### src/ansi_terminal_escape_engine_top_defines.svh
// assertion macros for the terminal engine
`ifndef ANSI_TERMINAL_ESCAPE_ENGINE_TOP_DEFINES_SVH
`define ANSI_TERMINAL_ESCAPE_ENGINE_TOP_DEFINES_SVH
`ifndef SYNTH
`define ATE_ASSERT_IMPLY(label, clk, rst_n, a, b) \
    label: assert property (@(posedge clk) disable iff (!rst_n) (a) |-> (b)) \
        else $error("same-cycle check failed");
`define ATE_ASSERT_NEXT(label, clk, rst_n, a, b) \
    label: assert property (@(posedge clk) disable iff (!rst_n) (a) |=> (b)) \
        else $error("next-cycle check failed");
`else
`define ATE_ASSERT_IMPLY(label, clk, rst_n, a, b)
`define ATE_ASSERT_NEXT(label, clk, rst_n, a, b)
`endif
`endif

### src/ate_pkg.sv
package ate_pkg;

    localparam int ROWS_DEF = 32;
    localparam int COLS_DEF = 128;

    localparam logic [7:0] CH_BEL      = 8'h07;
    localparam logic [7:0] CH_BS       = 8'h08;
    localparam logic [7:0] CH_TAB      = 8'h09;
    localparam logic [7:0] CH_LF       = 8'h0a;
    localparam logic [7:0] CH_CR       = 8'h0d;
    localparam logic [7:0] CH_ESC      = 8'h1b;
    localparam logic [7:0] CH_SPACE    = 8'h20;
    localparam logic [7:0] CH_TILDE    = 8'h7e;
    localparam logic [7:0] CH_0        = 8'h30;
    localparam logic [7:0] CH_9        = 8'h39;
    localparam logic [7:0] CH_SEMI     = 8'h3b;
    localparam logic [7:0] CH_UA       = 8'h41;
    localparam logic [7:0] CH_UZ       = 8'h5a;
    localparam logic [7:0] CH_LA       = 8'h61;
    localparam logic [7:0] CH_LZ       = 8'h7a;
    localparam logic [7:0] CH_LBRACKET = 8'h5b;
    localparam logic [7:0] CH_RBRACKET = 8'h5d;

    localparam logic [7:0] CSI_UP    = 8'h41;
    localparam logic [7:0] CSI_DOWN  = 8'h42;
    localparam logic [7:0] CSI_RIGHT = 8'h43;
    localparam logic [7:0] CSI_LEFT  = 8'h44;
    localparam logic [7:0] CSI_COL   = 8'h47;
    localparam logic [7:0] CSI_POS   = 8'h48;
    localparam logic [7:0] CSI_CLEAR = 8'h4a;
    localparam logic [7:0] CSI_ERASE = 8'h4b;
    localparam logic [7:0] CSI_DEL   = 8'h50;
    localparam logic [7:0] CSI_ROW   = 8'h64;
    localparam logic [7:0] CSI_SGR   = 8'h6d;

    localparam logic [3:0] COLOUR_DEFAULT = 4'd9;
    localparam logic [15:0] PARAM_MAX = 16'hffff;

    typedef enum logic [1:0] {
        MODE_NORMAL = 2'd0,
        MODE_ESC    = 2'd1,
        MODE_CSI    = 2'd2,
        MODE_OSC    = 2'd3
    } mode_t;

    typedef enum logic [1:0] {
        KIND_SIMPLE,
        KIND_READ,
        KIND_PUT,
        KIND_DEL
    } kind_t;

    typedef enum logic [3:0] {
        CMD_NONE,
        CMD_LATCH,
        CMD_SIMPLE,
        CMD_READ,
        CMD_PUT_START,
        CMD_PAD_STEP,
        CMD_PUT_FINAL,
        CMD_DEL_START,
        CMD_SHIFT_RD,
        CMD_SHIFT_WR,
        CMD_DEL_FINAL
    } cmd_t;

    typedef enum logic [2:0] {
        S_IDLE,
        S_DISPATCH,
        S_PAD,
        S_SHIFT_RD,
        S_SHIFT_WR,
        S_READ_DATA,
        S_WAIT_OUT
    } ctrl_state_t;

    typedef struct packed {
        cmd_t op;
        logic load_out;
    } dp_cmd_t;

    typedef struct packed {
        kind_t kind;
        logic  pad_needed;
        logic  pad_more;
        logic  del_needed;
        logic  shift_more;
        logic  out_free;
    } dp_status_t;

    typedef struct packed {
        logic       op;
        logic [7:0] rx_byte;
        logic [4:0] read_row;
        logic [6:0] read_col;
    } in_item_t;

    typedef struct packed {
        logic [4:0]  cursor_row;
        logic [6:0]  cursor_col;
        logic [1:0]  parse_state;
        logic [7:0]  cell_char;
        logic [23:0] cell_fg;
        logic [23:0] cell_bg;
        logic        cell_present;
    } out_item_t;

    function automatic logic [23:0] colour_rgb(input logic [3:0] idx, input logic fg);
        logic [23:0] rgb;
        begin
            case (idx)
                4'd0:    rgb = 24'h000000;
                4'd1:    rgb = 24'hc91b00;
                4'd2:    rgb = 24'h00c200;
                4'd3:    rgb = 24'hc7c400;
                4'd4:    rgb = 24'h0225c7;
                4'd5:    rgb = 24'hc930c7;
                4'd6:    rgb = 24'h00c5c7;
                4'd7:    rgb = 24'hc7c7c7;
                default: rgb = fg ? 24'hc7c7c7 : 24'h000000;
            endcase
            return rgb;
        end
    endfunction

endpackage

### src/ate_ctrl.sv
module ate_ctrl (
    input  logic                clk,
    input  logic                rst_n,
    input  logic                in_valid,
    output logic                in_stall,
    input  ate_pkg::dp_status_t status,
    output ate_pkg::dp_cmd_t    cmd
);

    import ate_pkg::*;

    ctrl_state_t state_reg;
    ctrl_state_t state_next;

    always_ff @(posedge clk or negedge rst_n)
    begin
        if (!rst_n)
        begin
            state_reg <= S_IDLE;
        end
        else
        begin
            state_reg <= state_next;
        end
    end

    always_comb
    begin
        state_next = state_reg;
        case (state_reg)
            S_IDLE:
            begin
                if (in_valid)
                begin
                    state_next = S_DISPATCH;
                end
            end
            S_DISPATCH:
            begin
                case (status.kind)
                    KIND_READ: state_next = S_READ_DATA;
                    KIND_PUT:
                    begin
                        if (status.pad_needed)
                        begin
                            state_next = S_PAD;
                        end
                        else
                        begin
                            state_next = status.out_free ? S_IDLE : S_WAIT_OUT;
                        end
                    end
                    KIND_DEL:
                    begin
                        if (status.del_needed)
                        begin
                            state_next = S_SHIFT_RD;
                        end
                        else
                        begin
                            state_next = status.out_free ? S_IDLE : S_WAIT_OUT;
                        end
                    end
                    default: state_next = status.out_free ? S_IDLE : S_WAIT_OUT;
                endcase
            end
            S_PAD:
            begin
                if (!status.pad_more)
                begin
                    state_next = status.out_free ? S_IDLE : S_WAIT_OUT;
                end
            end
            S_SHIFT_RD:
            begin
                if (status.shift_more)
                begin
                    state_next = S_SHIFT_WR;
                end
                else
                begin
                    state_next = status.out_free ? S_IDLE : S_WAIT_OUT;
                end
            end
            S_SHIFT_WR: state_next = S_SHIFT_RD;
            S_READ_DATA: state_next = status.out_free ? S_IDLE : S_WAIT_OUT;
            S_WAIT_OUT:
            begin
                if (status.out_free)
                begin
                    state_next = S_IDLE;
                end
            end
            default: state_next = S_IDLE;
        endcase
    end

    always_comb
    begin
        in_stall = 1'b1;
        cmd.op = CMD_NONE;
        cmd.load_out = 1'b0;
        case (state_reg)
            S_IDLE:
            begin
                in_stall = 1'b0;
                if (in_valid)
                begin
                    cmd.op = CMD_LATCH;
                end
            end
            S_DISPATCH:
            begin
                case (status.kind)
                    KIND_READ: cmd.op = CMD_READ;
                    KIND_PUT:
                    begin
                        if (status.pad_needed)
                        begin
                            cmd.op = CMD_PUT_START;
                        end
                        else
                        begin
                            cmd.op = CMD_PUT_FINAL;
                            cmd.load_out = status.out_free;
                        end
                    end
                    KIND_DEL:
                    begin
                        if (status.del_needed)
                        begin
                            cmd.op = CMD_DEL_START;
                        end
                        else
                        begin
                            cmd.op = CMD_SIMPLE;
                            cmd.load_out = status.out_free;
                        end
                    end
                    default:
                    begin
                        cmd.op = CMD_SIMPLE;
                        cmd.load_out = status.out_free;
                    end
                endcase
            end
            S_PAD:
            begin
                if (status.pad_more)
                begin
                    cmd.op = CMD_PAD_STEP;
                end
                else
                begin
                    cmd.op = CMD_PUT_FINAL;
                    cmd.load_out = status.out_free;
                end
            end
            S_SHIFT_RD:
            begin
                if (status.shift_more)
                begin
                    cmd.op = CMD_SHIFT_RD;
                end
                else
                begin
                    cmd.op = CMD_DEL_FINAL;
                    cmd.load_out = status.out_free;
                end
            end
            S_SHIFT_WR: cmd.op = CMD_SHIFT_WR;
            S_READ_DATA: cmd.load_out = status.out_free;
            S_WAIT_OUT: cmd.load_out = status.out_free;
            default: cmd.op = CMD_NONE;
        endcase
    end

endmodule

### config.mk
export PLATFORM = sky130hd
export DESIGN_NAME = ate_ctrl
export DESIGN_NICKNAME = d
export VERILOG_FILES = /design/src/ansi_terminal_escape_engine_top_defines.svh /design/src/ate_pkg.sv /design/src/ate_ctrl.sv
export SDC_FILE = /design/constraint.sdc
export NUM_CORES = 1
export LEC_CHECK = 0
export BUFFER_PORTS_ARGS = -buffer_cell sky130_fd_sc_hd__buf_2
export CORE_AREA = 2 2 39 41
export DETAILED_ROUTE_END_ITERATION = 12
export DIE_AREA = 0 0 41 43
export HOLD_SLACK_MARGIN = 0.1
export PLACE_DENSITY_LB_ADDON = 0.1
export SETUP_SLACK_MARGIN = 0.02
export SLEW_MARGIN = 40
export SYNTH_ARGS = -nofsm -noshare
export SYNTH_HDL_FRONTEND = slang
export SYNTH_SLANG_ARGS = --single-unit
### constraint.sdc
create_clock -name clk -period 1.2 [get_ports clk]
set_input_delay 0.24 -clock clk [delete_from_list [all_inputs] [get_ports clk]]
set_output_delay 0.24 -clock clk [all_outputs]
set_load 0.01 [all_outputs]
==> flow_summary.toml <==
[synthesis]
yosysWarnings = 0
synth_enable_flop_cells = 0
synth_seq_area_share = 0.1875
synth_nets = 68
ys_ff_latch = 3
syn_avg_cell_area_um2 = 6.903
ys.flop_type = "dfrtp_1"
syn_area_um2 = 400.4
syn_inst = 58
async_flop_share = 1.000
ys_types = 26

[global_route]
overflow = 0
grt_antenna_before_repair = 0
grt_max_degree = 9
grt_pass1_wl_mm = 2.139
track_usage = 0.1755
grt_pass1_vias = 530

[sta]
setup_slack_ps = -493.7
tightest_slew_ps = 214.9
skew_ps = 0.2750
period_minus_slack_ps = 1694
grt_setup_unrepaired = "true"
fin_hold_ws_ps = 336.4
relSlewSlack = 0.8558
slew_violations = 0
hold_violations = 0
post-route-period-util = 1.411
setup_viol = 8
fmax_mhz = 590.4

[cts]
cts.htree.levels = 1
cts_buffer_depth = 2
root_buffer = "clkbuf_4"
clock_sinks = 3
cts_tree = "done"
clk_pin_slew_ps = 40
clk_latency_ps = 230
cts_buffers = 3

[detailed_routing]
wl_per_cell_um = 11.42
vias_per_cell = 5.000
ant_nets = 0
first_pass_iters = 4
vias = 600
routed_wl_mm = 1.370
route.detailed.drc = 0
first_iter_violations = 10

[worst_setup_path]
cp_top_family = "flip-flops"
crit_required_ps = 960
critical_path_class = "flop to output pin"
critPathMaxFanout = 8
cp_slowest_stage_delay_ps = 420
path_cells = "or2b_1 > o22ai_1 > nand2_1 > a31oi_4 > buf_2"
timing.rr.start = "state_reg[1]$_DFFE_PN0P_"
crit_path_start_kind = "flop"
r2r_slack_ps = -390
endpoint_kind = "output pin"
cp.arrival_ps = 1450
crit_buf_inv = 1
critPathLaunch = "state_reg[0]$_DFFE_PN0P_"
critPathSlowestCell = "dfrtp_2"

[layout]
largest_reg_flops = 3
final_cells = 120
syn_to_final_growth_pct = 109.7
final_common_cell = "buf_4"
num_antenna_cells = 0
drive_gt1_frac = 0.6250
mostFrequentLayoutCells = "buf_4, buf_2, nand2_1"
layout.nets = 115

[pwr]
leakagePower_nw = 0.4060
power_density_mw_per_mm2 = 2188
peakVddDrop_mv = 1.043

[status]
status = "finished, violations left"
violations = "setup timing"

[placed_design]
post-place-cells = 109
io_buffers = 15
gp_routability_congestion = 0.7780
pre_cts_slack_ps = -315.7
dp_hpwl_mm = 1.040

[flow_run]
maxCapViolCount = 0

[die]
dieHeight_um = 43
start_util = 0.2893
rows = 14
io-pin-count = 16
die_area_mm2 = 0.001763
core_area_mm2 = 0.001384
die_w_um = 41

[worst_hold_path]
min_path_type = "input pin to async pin"
## cells in the mapped netlist, types with 2 or more instances
cell | instances | area (um2)
nand2_1 | 8 | 30.03
a21oi_1 | 5 | 25.02
nand2b_1 | 4 | 25.02
nor2_1 | 4 | 15.01
nor2b_1 | 4 | 25.02
o21ai_0 | 4 | 20.02
buf_2 | 3 | 15.01
dfrtp_1 | 3 | 75.07
a22o_1 | 2 | 17.52
a31oi_1 | 2 | 12.51
inv_1 | 2 | 7.510
o22a_1 | 2 | 17.52
or3_1 | 2 | 12.51
## per-layer routing
layer,GRT usage,vias to the layer above,routed length [um],part of all wire
met1,0.2019,279,538,0.39
met4,0.08000,0,0,0
met3,0.01571,0,45,0.033
met2,0.3031,19,786,0.57
met5,0,-,0,0
li1,-,302,-,-
## path summary, 6_finish.rpt
kind	end	depth (start not counted)
setup / recovery	cmd[0]	5
hold / removal	state_reg[1]$_DFFE_PN0P_	2
setup reg to reg	state_reg[1]$_DFFE_PN0P_	6
hold reg to reg	state_reg[0]$_DFFE_PN0P_	2
max in group asynchronous	state_reg[0]$_DFFE_PN0P_	2
min in group clk	state_reg[1]$_DFFE_PN0P_	3
## logic make-up after synthesis
logic type	count (synthesis)	share of synthesized area
muxes	1	0.02812
DFF	3	0.1875
AOI/OAI and AO/OA	22	0.3719
and+or+nand+nor	27	0.3562
buffers and inverters	5	0.05625
## per-stage QoR
| step | total power (W) | setup TNS (ps) | utilization | cell area, um2 |
|---|---|---|---|---|
| 3_3_place_gp | 0.001330 | -1659 | 0.4973 | 688.2 |
| 3_5_place_dp | 0.001326 | -1632 | 0.4973 | 688.2 |
| 2_1_floorplan | 0.0008765 | -335.2 | - | 446.7 |
| 5_1_grt | 0.001973 | -3602 | 0.6067 | 839.6 |
| 6_report | 0.001837 | -3121 | 0.6067 | 839.6 |
| 4_1_cts | 0.001697 | -3114 | 0.5705 | 789.5 |
## cell type report
class                           instances  area (um2)
Clock buffer                            4       26.28
Fill cell                             132       544.3
Inverter                                2       7.507
Multi-Input combinational cell         50       380.4
Sequential cell                         3       78.83
Tap cell                               16       20.02
Timing Repair Buffer                   45       326.6
## report_power, final
part           internal [W]  switching, W
logic              0.000856      0.000570
clock network      0.000125     0.0000598
registers          0.000151     0.0000758
total               0.00113      0.000705
## timing repair
item                                   4_1_cts  5_1_grt
resized for setup                            9        7
pin swaps                                    3        6
buffers inserted                             4        2
setup endpoints to repair                    9        9
endpoints found under the hold margin        3        0
hold buffers                                 1        0
Power figures use the tool's default switching activity.
